$ cat src/rtl/midpoint_circle_rasterizer_top_assert.svh
// ----------------------------------------------------------------------------
// midpoint_circle_rasterizer_top_assert
// Assertion macros shared by the rasterizer RTL.
// ----------------------------------------------------------------------------
// Both expect signals named clk and rst_n in the enclosing scope.
`ifndef MIDPOINT_CIRCLE_RASTERIZER_TOP_ASSERT_SVH
`define MIDPOINT_CIRCLE_RASTERIZER_TOP_ASSERT_SVH

// Same-cycle implication.
`define MCR_ASSERT_NOW(name, ante, cons, msg) \
    name: assert property (@(posedge clk) disable iff (!rst_n) (ante) |-> (cons)) \
        else $error(msg);

// Next-cycle implication.
`define MCR_ASSERT_NEXT(name, ante, cons, msg) \
    name: assert property (@(posedge clk) disable iff (!rst_n) (ante) |=> (cons)) \
        else $error(msg);

`endif

$ cat src/rtl/mcr_pkg.sv
// ----------------------------------------------------------------------------
// mcr_pkg
// Shared constants and types for the midpoint circle rasterizer.
// ----------------------------------------------------------------------------
package mcr_pkg;

    localparam int COORD_BITS_DEF  = 12;
    localparam int RADIUS_BITS_DEF = 11;

    // Most pixels one item can produce (eight-way symmetry).
    localparam int NUM_SLOTS = 8;
    localparam int SLOT_BITS = $clog2(NUM_SLOTS);

    typedef enum logic {
        REQ_START = 1'b0,
        REQ_STEP  = 1'b1
    } req_type_t;

endpackage

$ cat src/rtl/mcr_req_if.sv
// ----------------------------------------------------------------------------
// mcr_req_if
// Request channel: start a circle or advance one octant step.
// ----------------------------------------------------------------------------
interface mcr_req_if #(
    parameter int COORD_BITS  = mcr_pkg::COORD_BITS_DEF,
    parameter int RADIUS_BITS = mcr_pkg::RADIUS_BITS_DEF
);
    logic                   valid;
    logic                   ready;
    logic                   req_type;
    logic [COORD_BITS-1:0]  center_x;
    logic [COORD_BITS-1:0]  center_y;
    logic [RADIUS_BITS-1:0] radius;

    modport source (output valid, output req_type, output center_x,
                    output center_y, output radius, input ready);
    modport sink   (input valid, input req_type, input center_x,
                    input center_y, input radius, output ready);
endinterface

$ cat src/rtl/mcr_pix_if.sv
// ----------------------------------------------------------------------------
// mcr_pix_if
// Pixel channel: one result per transaction.
// ----------------------------------------------------------------------------
interface mcr_pix_if #(
    parameter int COORD_BITS = mcr_pkg::COORD_BITS_DEF
);
    logic                        valid;
    logic                        ready;
    logic signed [COORD_BITS+1:0] pixel_x;
    logic signed [COORD_BITS+1:0] pixel_y;
    logic                        pixel_valid;
    logic                        last;
    logic                        done_res;

    modport source (output valid, output pixel_x, output pixel_y,
                    output pixel_valid, output last, output done_res, input ready);
    modport sink   (input valid, input pixel_x, input pixel_y,
                    input pixel_valid, input last, input done_res, output ready);
endinterface

$ cat src/rtl/midpoint_circle_rasterizer_top.sv
// ----------------------------------------------------------------------------
// midpoint_circle_rasterizer_top
// Midpoint circle rasterizer: start/step requests in, mirrored pixels out.
// ----------------------------------------------------------------------------
//  channel | dir | payload                                       | handshake
//  --------+-----+-----------------------------------------------+-----------
//  req     | in  | req_type, center_x, center_y, radius          | valid/ready
//  pix     | out | pixel_x, pixel_y, pixel_valid, last, done_res | valid/ready
//
//  Request register -> octant update and pixel generation -> 8-slot result
//  register, shifted out one pixel per cycle while pix.ready is high. A
//  request passes the request register, then the result slots, before its
//  first result. Results per item: 1 or 4 for a start, 1, 4 or 8 for a step.
//  A request is taken while the previous item's results are still draining.
//  Reset clears the octant state, the centre and both stage valids.
// ----------------------------------------------------------------------------
`include "midpoint_circle_rasterizer_top_assert.svh"

module midpoint_circle_rasterizer_top #(
    parameter int COORD_BITS  = mcr_pkg::COORD_BITS_DEF,
    parameter int RADIUS_BITS = mcr_pkg::RADIUS_BITS_DEF
) (
    input  logic          clk,
    input  logic          rst_n,
    mcr_req_if.sink       req,
    mcr_pix_if.source     pix
);

    localparam int OB = COORD_BITS + 2;   // pixel coordinate width
    localparam int RB = RADIUS_BITS;
    localparam int DB = RADIUS_BITS + 3;  // decision term width
    localparam int NS = mcr_pkg::NUM_SLOTS;
    localparam int SB = mcr_pkg::SLOT_BITS;

    // request stage
    logic                   a_vld_reg;
    mcr_pkg::req_type_t     a_req_reg;
    logic [COORD_BITS-1:0]  a_cx_reg;
    logic [COORD_BITS-1:0]  a_cy_reg;
    logic [RB-1:0]          a_r_reg;

    // octant state
    logic [RB-1:0]          ox_reg, ox_next;
    logic [RB-1:0]          oy_reg, oy_next;
    logic [DB-1:0]          dec_reg, dec_next;
    logic [COORD_BITS-1:0]  hcx_reg, hcx_next;
    logic [COORD_BITS-1:0]  hcy_reg, hcy_next;
    logic                   active_reg, active_next;

    // result slots
    logic                   b_vld_reg;
    logic [SB-1:0]          b_cnt_reg, b_cnt_next;
    logic                   b_pval_reg, b_pval_next;
    logic                   b_done_reg, b_done_next;
    logic [OB-1:0]          px_reg [NS];
    logic [OB-1:0]          py_reg [NS];
    logic [OB-1:0]          px_next [NS];
    logic [OB-1:0]          py_next [NS];

    // handshake
    logic pix_take;
    logic b_free;
    logic a_move;

    // step arithmetic
    logic          dec_le0;
    logic [RB-1:0] nx_step, ny_step;
    logic [DB-1:0] nyd, nxd, dec_step;
    logic [OB-1:0] cx_o, cy_o, r_o, hx_o, hy_o, x_o, y_o;

    assign pix_take  = b_vld_reg && pix.ready;
    assign b_free    = !b_vld_reg || (pix_take && (b_cnt_reg == '0));
    assign a_move    = a_vld_reg && b_free;
    assign req.ready = !a_vld_reg || a_move;

    assign pix.valid       = b_vld_reg;
    assign pix.pixel_x     = px_reg[0];
    assign pix.pixel_y     = py_reg[0];
    assign pix.pixel_valid = b_pval_reg;
    assign pix.last        = (b_cnt_reg == '0);
    assign pix.done_res    = b_done_reg;

    assign dec_le0  = dec_reg[DB-1] || (dec_reg == '0);
    assign ny_step  = oy_reg + RB'(1);
    assign nx_step  = dec_le0 ? ox_reg : ox_reg - RB'(1);
    assign nyd      = DB'(ny_step);
    assign nxd      = DB'(nx_step);
    assign dec_step = dec_reg + (nyd << 1) + DB'(1) - (dec_le0 ? '0 : (nxd << 1));

    assign cx_o = OB'(a_cx_reg);
    assign cy_o = OB'(a_cy_reg);
    assign r_o  = OB'(a_r_reg);
    assign hx_o = OB'(hcx_reg);
    assign hy_o = OB'(hcy_reg);
    assign x_o  = OB'(nx_step);
    assign y_o  = OB'(ny_step);

    always_comb
    begin
        ox_next     = ox_reg;
        oy_next     = oy_reg;
        dec_next    = dec_reg;
        hcx_next    = hcx_reg;
        hcy_next    = hcy_reg;
        active_next = active_reg;
        b_cnt_next  = '0;
        b_pval_next = 1'b0;
        b_done_next = 1'b1;
        for (int i = 0; i < NS; i++)
        begin
            px_next[i] = '0;
            py_next[i] = '0;
        end

        unique case (a_req_reg)
            mcr_pkg::REQ_START:
            begin
                hcx_next    = a_cx_reg;
                hcy_next    = a_cy_reg;
                ox_next     = a_r_reg;
                oy_next     = '0;
                dec_next    = DB'(1) - DB'(a_r_reg);
                active_next = (a_r_reg != '0);
                b_pval_next = 1'b1;
                b_done_next = (a_r_reg == '0);
                if (a_r_reg == '0)
                begin
                    px_next[0] = cx_o;
                    py_next[0] = cy_o;
                end
                else
                begin
                    b_cnt_next = SB'(3);
                    px_next[0] = cx_o + r_o;  py_next[0] = cy_o;
                    px_next[1] = cx_o - r_o;  py_next[1] = cy_o;
                    px_next[2] = cx_o;        py_next[2] = cy_o + r_o;
                    px_next[3] = cx_o;        py_next[3] = cy_o - r_o;
                end
            end
            mcr_pkg::REQ_STEP:
            begin
                if (active_reg)
                begin
                    ox_next  = nx_step;
                    oy_next  = ny_step;
                    dec_next = dec_step;
                    if (nx_step < ny_step)
                    begin
                        // overshoot: single empty result
                        active_next = 1'b0;
                    end
                    else
                    begin
                        active_next = (nx_step > ny_step);
                        b_pval_next = 1'b1;
                        b_done_next = !(nx_step > ny_step);
                        b_cnt_next  = (nx_step != ny_step) ? SB'(7) : SB'(3);
                        px_next[0] = hx_o + x_o;  py_next[0] = hy_o + y_o;
                        px_next[1] = hx_o - x_o;  py_next[1] = hy_o + y_o;
                        px_next[2] = hx_o + x_o;  py_next[2] = hy_o - y_o;
                        px_next[3] = hx_o - x_o;  py_next[3] = hy_o - y_o;
                        px_next[4] = hx_o + y_o;  py_next[4] = hy_o + x_o;
                        px_next[5] = hx_o - y_o;  py_next[5] = hy_o + x_o;
                        px_next[6] = hx_o + y_o;  py_next[6] = hy_o - x_o;
                        px_next[7] = hx_o - y_o;  py_next[7] = hy_o - x_o;
                    end
                end
            end
            default:
            begin
                b_cnt_next = '0;
            end
        endcase
    end

    // request stage
    always_ff @(posedge clk or negedge rst_n)
    begin
        if (!rst_n)
        begin
            a_vld_reg <= 1'b0;
        end
        else if (req.ready)
        begin
            a_vld_reg <= req.valid;
        end
    end

    always_ff @(posedge clk)
    begin
        if (req.valid && req.ready)
        begin
            a_req_reg <= mcr_pkg::req_type_t'(req.req_type);
            a_cx_reg  <= req.center_x;
            a_cy_reg  <= req.center_y;
            a_r_reg   <= req.radius;
        end
    end

    // octant state, updated as an item moves into the result slots
    always_ff @(posedge clk or negedge rst_n)
    begin
        if (!rst_n)
        begin
            ox_reg     <= '0;
            oy_reg     <= '0;
            dec_reg    <= '0;
            hcx_reg    <= '0;
            hcy_reg    <= '0;
            active_reg <= 1'b0;
        end
        else if (a_move)
        begin
            ox_reg     <= ox_next;
            oy_reg     <= oy_next;
            dec_reg    <= dec_next;
            hcx_reg    <= hcx_next;
            hcy_reg    <= hcy_next;
            active_reg <= active_next;
        end
    end

    // result slot control
    always_ff @(posedge clk or negedge rst_n)
    begin
        if (!rst_n)
        begin
            b_vld_reg <= 1'b0;
            b_cnt_reg <= '0;
        end
        else if (a_move)
        begin
            b_vld_reg <= 1'b1;
            b_cnt_reg <= b_cnt_next;
        end
        else if (pix_take)
        begin
            if (b_cnt_reg == '0)
            begin
                b_vld_reg <= 1'b0;
            end
            else
            begin
                b_cnt_reg <= b_cnt_reg - SB'(1);
            end
        end
    end

    // result slot payload: load, then shift toward slot 0 per transaction
    always_ff @(posedge clk)
    begin
        if (a_move)
        begin
            b_pval_reg <= b_pval_next;
            b_done_reg <= b_done_next;
            for (int i = 0; i < NS; i++)
            begin
                px_reg[i] <= px_next[i];
                py_reg[i] <= py_next[i];
            end
        end
        else if (pix_take)
        begin
            for (int i = 0; i < NS - 1; i++)
            begin
                px_reg[i] <= px_reg[i+1];
                py_reg[i] <= py_reg[i+1];
            end
        end
    end

    `MCR_ASSERT_NOW(a_active_order, active_reg, ox_reg > oy_reg, "active with x not above y")
    `MCR_ASSERT_NOW(a_empty_is_last, b_vld_reg && !b_pval_reg, b_cnt_reg == '0, "empty result not last")
    `MCR_ASSERT_NOW(a_open_has_pixel, b_vld_reg && !b_done_reg, b_pval_reg, "open circle without pixel")
    `MCR_ASSERT_NEXT(a_burst_continues, pix_take && (b_cnt_reg != '0), b_vld_reg, "burst cut short")
    `MCR_ASSERT_NEXT(a_req_held, a_vld_reg && !a_move, a_vld_reg, "request stage dropped")

endmodule
$ cat src/flat_wrapper.sv
// flat-port wrapper written by rule: the top's interface ports become plain ports
module midpoint_circle_rasterizer_top_flat 
#(
    parameter int COORD_BITS  = mcr_pkg::COORD_BITS_DEF,
    parameter int RADIUS_BITS = mcr_pkg::RADIUS_BITS_DEF
)
  (clk, rst_n, req_valid, req_req_type, req_center_x, req_center_y, req_radius, req_ready, pix_valid, pix_pixel_x, pix_pixel_y, pix_pixel_valid, pix_last, pix_done_res, pix_ready);
  mcr_req_if #(.COORD_BITS(COORD_BITS), .RADIUS_BITS(RADIUS_BITS)) req_i ();
  mcr_pix_if #(.COORD_BITS(COORD_BITS)) pix_i ();
  input  logic clk;
  input  logic rst_n;
  input wire logic [$bits(req_i.valid)-1:0] req_valid;
  input wire logic [$bits(req_i.req_type)-1:0] req_req_type;
  input wire logic [$bits(req_i.center_x)-1:0] req_center_x;
  input wire logic [$bits(req_i.center_y)-1:0] req_center_y;
  input wire logic [$bits(req_i.radius)-1:0] req_radius;
  output wire logic [$bits(req_i.ready)-1:0] req_ready;
  output wire logic [$bits(pix_i.valid)-1:0] pix_valid;
  output wire logic [$bits(pix_i.pixel_x)-1:0] pix_pixel_x;
  output wire logic [$bits(pix_i.pixel_y)-1:0] pix_pixel_y;
  output wire logic [$bits(pix_i.pixel_valid)-1:0] pix_pixel_valid;
  output wire logic [$bits(pix_i.last)-1:0] pix_last;
  output wire logic [$bits(pix_i.done_res)-1:0] pix_done_res;
  input wire logic [$bits(pix_i.ready)-1:0] pix_ready;
  assign req_i.valid = req_valid;
  assign req_i.req_type = req_req_type;
  assign req_i.center_x = req_center_x;
  assign req_i.center_y = req_center_y;
  assign req_i.radius = req_radius;
  assign req_ready = req_i.ready;
  assign pix_valid = pix_i.valid;
  assign pix_pixel_x = pix_i.pixel_x;
  assign pix_pixel_y = pix_i.pixel_y;
  assign pix_pixel_valid = pix_i.pixel_valid;
  assign pix_last = pix_i.last;
  assign pix_done_res = pix_i.done_res;
  assign pix_i.ready = pix_ready;
  midpoint_circle_rasterizer_top #(.COORD_BITS(COORD_BITS), .RADIUS_BITS(RADIUS_BITS)) u_core (.clk(clk), .rst_n(rst_n), .req(req_i), .pix(pix_i));
endmodule
$ cat config.mk
export PLATFORM = sky130hd
export DESIGN_NAME = midpoint_circle_rasterizer_top_flat
export DESIGN_NICKNAME = d
export VERILOG_FILES = /design/src/rtl/mcr_pkg.sv /design/src/rtl/mcr_req_if.sv /design/src/rtl/mcr_pix_if.sv /design/src/rtl/midpoint_circle_rasterizer_top.sv /design/src/flat_wrapper.sv
export VERILOG_INCLUDE_DIRS = /design/src /design/src/rtl
export SDC_FILE = /design/constraint.sdc
export NUM_CORES = 1
export LEC_CHECK = 0
export BUFFER_PORTS_ARGS = -buffer_cell sky130_fd_sc_hd__buf_4
export CORE_MARGIN = 2
export CORE_UTILIZATION = 29
export DETAILED_ROUTE_END_ITERATION = 10
export GPL_ROUTABILITY_DRIVEN = 0
export GPL_TIMING_DRIVEN = 0
export SKIP_LAST_GASP = 1
export SLEW_MARGIN = 20
export SYNTH_ARGS = -nofsm -noshare
export SYNTH_HDL_FRONTEND = slang
export SYNTH_SLANG_ARGS = --single-unit
$ cat constraint.sdc
create_clock -name clk -period 21 [get_ports clk]
set_input_delay 3.15 -clock clk [delete_from_list [all_inputs] [get_ports clk]]
set_output_delay 3.15 -clock clk [all_outputs]
set_load 0.02 [all_outputs]
# ---- Yosys cells after proc, flatten, opt, wreduce, memory -nomap -nowiden
# Memory sizes are Yosys's and may differ from the RTL's.
# Cells that the tools add are included.
dict set report word_totals {
  output_inout_bits 33
  mem_bits_rw 224
  reg_bits 104
  in_bits 40
  n_memories 2
  word_cells 134
}
dict set report op_classes {
  add_sub_neg 19
  n_reduce_logical 20
  magnitude_cmp 2
  n_mux 58
  n_eq_ne 3
  n_bitwise 15
}
# name depth width rd rd_ports_with_merged_regs wr line_no
set memory_table {}
lappend memory_table {u_core.px_reg 8 14 8 0 8 midpoint_circle_rasterizer_top.sv:55} ;# logic [OB-1:0] px_reg [NS];
lappend memory_table {u_core.py_reg 8 14 8 0 8 midpoint_circle_rasterizer_top.sv:56} ;# logic [OB-1:0] py_reg [NS];
# operator count
set op_table {}
lappend op_table {{112-bit two-way mux} 4}
lappend op_table {{14-bit two-way mux} 16}
lappend op_table {{56-bit case mux with 2 select lines} 2}
lappend op_table {{56-bit two-way mux} 2}
lappend op_table {{12-bit by 11-bit adder with 13-bit output} 6}
lappend op_table {{12-bit by 11-bit subtractor with 13-bit output} 6}
lappend op_table {{11-bit case mux with 2 select lines} 2}
lappend op_table {{42-bit two-way mux} 1}
lappend op_table {{40-bit two-way mux} 1}
lappend op_table {{11-bit two-way mux} 3}
lappend op_table {{14-bit case mux with 2 select lines} 1}
lappend op_table {{3-bit two-way mux} 6}
lappend op_table {{14-bit by 1-bit adder with 14-bit output (second input constant)} 1}
lappend op_table {{14-bit by 12-bit adder with 14-bit output} 1}
lappend op_table {{14-bit logical NOT} 1}
lappend op_table {{1-bit two-way mux} 14}
lappend op_table {{1-bit bitwise OR} 14}
lappend op_table {{14-bit subtractor} 1}
lappend op_table {{12-bit two-way mux} 1}
lappend op_table {{1-bit by 11-bit subtractor with 12-bit output (first input constant)} 1}
lappend op_table {{11-bit by 1-bit adder with 11-bit output (second input constant)} 1}
lappend op_table {{11-bit greater-than comparator} 1}
lappend op_table {{11-bit logical NOT} 1}
lappend op_table {{11-bit < comparator} 1}
lappend op_table {{16 further kinds} 29}

# ---- Longest topological paths before layout
dict set report logic_depth {
  ltp_word 9
  depth_mapped 19
  ltp_nobuf 19
}

# ---- Worst setup path after synthesis
# Ideal clock, no wire load.
dict set report synth_path {
  path_kind {register to register}
  start {register u_core.b_vld_reg, in the netlist u_core.pix.valid}
  end {memory u_core.px_reg[0][0] (netlist name), enable pin}
  arrival_time_ps 14184
  path_stages_with_launch 2
  setup_ps 1023
  path_slack_ps 5793
  cell_sequence {dfrtp_1 > o21ai_0}
}
# element line_no
set synth_lines {}
lappend synth_lines {{start: declaration} midpoint_circle_rasterizer_top.sv:51} ;# logic b_vld_reg;
lappend synth_lines {{start signal: assignment} midpoint_circle_rasterizer_top.sv:228} ;# b_vld_reg <= 1'b0;
lappend synth_lines {{start signal: assignment} midpoint_circle_rasterizer_top.sv:233} ;# b_vld_reg <= 1'b1;
lappend synth_lines {{start signal: assignment} midpoint_circle_rasterizer_top.sv:240} ;# b_vld_reg <= 1'b0;
lappend synth_lines {{end: declaration} midpoint_circle_rasterizer_top.sv:55}

# ---- Final worst setup path
dict set report layout_path {
  start {input pix_ready}
  end {output req_ready}
}
dict set report layout_between {
  elab_chain_cells 5
}
# element line_no
set layout_lines {}
lappend layout_lines {{start: declaration} flat_wrapper.sv:24} ;# input wire logic [$bits(pix_i.ready)-1:0] pix_ready;
lappend layout_lines {{1-bit logical AND} midpoint_circle_rasterizer_top.sv:71} ;# assign pix_take = b_vld_reg && pix.ready;
lappend layout_lines {{1-bit logical AND} midpoint_circle_rasterizer_top.sv:72} ;# assign b_free = !b_vld_reg || (pix_take && (b_cnt_reg == '0));
lappend layout_lines {{1-bit logical OR} midpoint_circle_rasterizer_top.sv:72}
lappend layout_lines {{1-bit logical AND} midpoint_circle_rasterizer_top.sv:73} ;# assign a_move = a_vld_reg && b_free;
lappend layout_lines {{1-bit logical OR} midpoint_circle_rasterizer_top.sv:74} ;# assign req.ready = !a_vld_reg || a_move;
lappend layout_lines {{end: declaration} flat_wrapper.sv:17} ;# output wire logic [$bits(req_i.ready)-1:0] req_ready;
# No other way between the ends.

==> results.yml <==
synthesis:
  yosysWarnings: 0
  syn_area_mm2: 0.0210
  syn-num-nets: 2375
  synth-simple-area-share: 0.137
  synth.distinct_cells: 81
  ys_seq_area_frac: 0.445
  yosys.area_share.xor_xnor: 0.0574
  syn_inst: 2141
  muxShareOfSynthArea: 0.0148
  synth_compound_area_frac: 0.174
  synth_area_per_cell_um2: 9.82
  synth-edff-count: 247
  synth_flop_cell: "edfxtp_1"
  synthAdderAreaFrac: 0.124
  ys_ff_latch: 327
  async_flop_share: 0.202
  synth_top_family_by_area: "compound AO/OA/AOI/OAI gates"
drt:
  ant_nets: 0
  drcViolationCount: 0
  drtIter0Drc: 1884
  post_drt_via_cell_ratio: 5.32
  num_vias: 17300
  drt_pre_antenna_iters: 6
  wl_per_cell_um: 22.9
  wl_um: 74500
grt:
  grt_pass1_vias: 16400
  grt_max_degree: 67
  antenna_found_initial: 1
  grt_use_total: 0.197
  gr-total-overflow: 0
  grt_pass1_wl_um: 109000
sta:
  fin_crit_sh: 0.330
  fmax_mhz: 144
  maxSlewViolCount: 0
  fin_crit_ns: 6.93
  setup_viol: 0
  worst-slew-pin-transition_ns: 1.15
  rsz0062_at_grt: "no"
  finalHoldViolations: 0
  finalSetupTns_ns: 0
  skew_ns: 0.0360
  relSlewSlack: 0.236
pwr:
  power_uw: 3850
  p_per_area_mw_per_mm2: 158
  leakage_uw: 0.00995
  peakVddDrop_mv: 0.0660
final_layout:
  fin_cells: 3246
  largest_reg_flops: 112
  multiInputGateArea_mm2: 0.0107
  regArea_mm2: 0.00935
  finalNetCount: 2498
  syn2layout_area_growth_pct: 15.9
  drive_above_1_share: 0.107
  n_fill_cell: 7372
critical_path:
  critPathMaxStageDelay_ns: 0.19
  setup.worst_path.end: "req_ready"
  path_class: "primary input to output port"
  cpMaxStageDelayCell: "a21oi_1"
  cp.depth: 4
  path_delay_family: "buffers and inverters"
  crit_start: "pix_ready"
  crit_chain: "buf_4, a21oi_1, nand2_1, buf_4"
  r2r_setup_slack_ns: 14.86
  path_buf_inv: 2
  setup.worst_path.start_class: "primary input"
  path_max_fanout: 3
  reg2reg_to: "u_core.px_reg[0][1]"
  r2r_cells: 18
  worstPathArrival_ns: 3.78
  crit-reg2reg-launch: "u_core.dec_reg[1]"
  timing.critical_path.mode_cell: "buf_4"
  endpoint_kind: "output port"
  required_ns: 17.85
hold_path:
  min_path_type: "register to register"
  min-delay-start: "u_core.py_reg[3][26]"
clock_tree:
  postCtsSetupRepairBufs: 0
  insertion_delay_ns: 0.58
  cts_buffers: 39
  root_buffer: "clkbuf_16"
  clockBufferDepth: 3
  htreeDepth: 2
  postCtsHoldBufs: 0
  worst_setup_hold_path_clk_slew_ns: 0.05
  clock-sinks: 327
  cts_resized: 0
  cts_tree: "done"
floorplanning:
  rows: 98
  die_w_um: 273
  die_area_mm2: 0.0747
  ios: 73
  start_util: 0.294
  core-area_mm2: 0.0716
  die_y_um: 273
placed_design:
  portBuffers: 72
  dp_cells: 3173
  dp_hpwl_um: 56400
run_status:
  status: "completed"
job:
  drv_cap: 0
metrics by stage:
step,setup slack [ns],instance area [um2],hold slack (ns),util
after floorplan,5.79,21000,0.420,-
after global placement,-1.84,22800,0.432,0.318
after detailed placement,14.08,23100,0.452,0.322
after CTS,14.07,24400,0.464,0.340
after global routing,13.97,24400,0.468,0.340
final,14.07,24400,0.455,0.340
final cells by class:
| class | count | area share |
|---|---|---|
| clock buffers | 54 | 0.0453 |
| multi-input cells | 1576 | 0.438 |
| inverters | 108 | 0.0167 |
| flip-flops and latches | 327 | 0.384 |
| well taps | 950 | 0.0488 |
| clock inverters | 18 | 0.00873 |
| repair buffers | 82 | 0.0335 |
| diodes | 1 | 0.000103 |
| plain buffers | 130 | 0.0257 |
cell usage after synthesis, types with 5 or more instances:
master | count | share of area
a2111oi_0 | 5 | 0.0021
a211oi_1 | 17 | 0.0061
a21o_1 | 39 | 0.014
a21oi_1 | 166 | 0.040
a221o_1 | 8 | 0.0038
a221oi_1 | 16 | 0.0067
a22o_1 | 6 | 0.0025
a31oi_1 | 23 | 0.0068
and2_1 | 13 | 0.0039
and3_1 | 13 | 0.0039
buf_1 | 5 | 0.00089
buf_2 | 15 | 0.0036
buf_4 | 32 | 0.011
clkbuf_1 | 78 | 0.014
dfrtp_1 | 66 | 0.079
dfxtp_1 | 14 | 0.013
edfxtp_1 | 247 | 0.35
fa_1 | 23 | 0.022
ha_1 | 171 | 0.10
inv_1 | 106 | 0.019
mux2_2 | 23 | 0.012
nand2_1 | 255 | 0.046
nand2b_1 | 14 | 0.0042
nand3_1 | 29 | 0.0069
nor2_1 | 215 | 0.038
nor2b_1 | 20 | 0.0059
nor3_1 | 50 | 0.012
nor3b_1 | 5 | 0.0018
nor4_1 | 7 | 0.0021
o211ai_1 | 11 | 0.0039
o21a_1 | 19 | 0.0068
o21ai_0 | 132 | 0.031
o21ai_1 | 9 | 0.0021
o21bai_1 | 15 | 0.0054
o22ai_1 | 9 | 0.0027
o31ai_1 | 23 | 0.0082
o41ai_1 | 5 | 0.0021
o41ai_2 | 5 | 0.0039
or2_2 | 6 | 0.0018
or3_1 | 13 | 0.0039
xnor2_1 | 92 | 0.038
xor2_1 | 42 | 0.017
worst reg2reg max path, stage by stage, from the launching register on:
cell	delay [ns]
dfrtp_1	0.46
inv_1	0.10
ha_1	0.19
nor4b_1	0.17
a31oi_4	0.21
or3b_1	0.41
nor2_2	0.16
nand3_2	0.14
or3_4	0.38
xnor2_2	0.49
ha_1	0.28
nand4_1	0.13
nor3_1	0.29
o21ai_1	0.15
a31oi_1	0.58
clkbuf_1	0.84
buf_2	0.44
nand2_1	0.21
a31oi_1	0.32
worst min-delay path by stage:
stage | to | cells after the start
floorplan | u_core.py_reg[3][26] | 1
global placement | u_core.py_reg[3][26] | 1
detailed placement | u_core.py_reg[3][27] | 1
CTS | u_core.py_reg[3][27] | 1
global route | u_core.py_reg[3][26] | 1
finish | u_core.py_reg[3][26] | 1
routing by layer:
metal / vias up / wire [um] / GRT usage / share of wire
met5: - / 13 / 0 / 0.00017
met4: 2 / 3670 / 0.0892 / 0.049
met3: 164 / 6670 / 0.0358 / 0.090
met2: 834 / 32800 / 0.307 / 0.44
met1: 8407 / 31300 / 0.267 / 0.42
li1: 7868 / - / - / -
power breakdown:
| group | switching [uW] | internal, uW | leakage [uW] |
|---|---|---|---|
| Sequential | 142 | 915 | 0.00337 |
| Clock | 292 | 419 | 0.000637 |
| Combinational | 1290 | 790 | 0.00595 |
placed cells by master, fill, tap and decap left out, drive strengths merged, types with 39 or more instances in the layout:
cell,synthesis,final
a21o,39,39
buf,52,134
edfxtp,247,247
nor3,50,50
nand2,255,255
clkbuf,78,132
xnor2,94,94
a21oi,166,166
inv,106,108
ha,171,171
o21ai,141,141
dfrtp,66,66
xor2,42,42
nor2,216,216
cells by family after synthesis:
group | count (synthesis)
AOI/OAI and AO/OA | 561
xor gates and xnor gates | 136
adders and majority gates | 194
buffers and inverters | 238
DFF | 327
muxes | 28
and+or+nand+nor | 657
No activity file was read; power rests on OpenSTA's default activity.
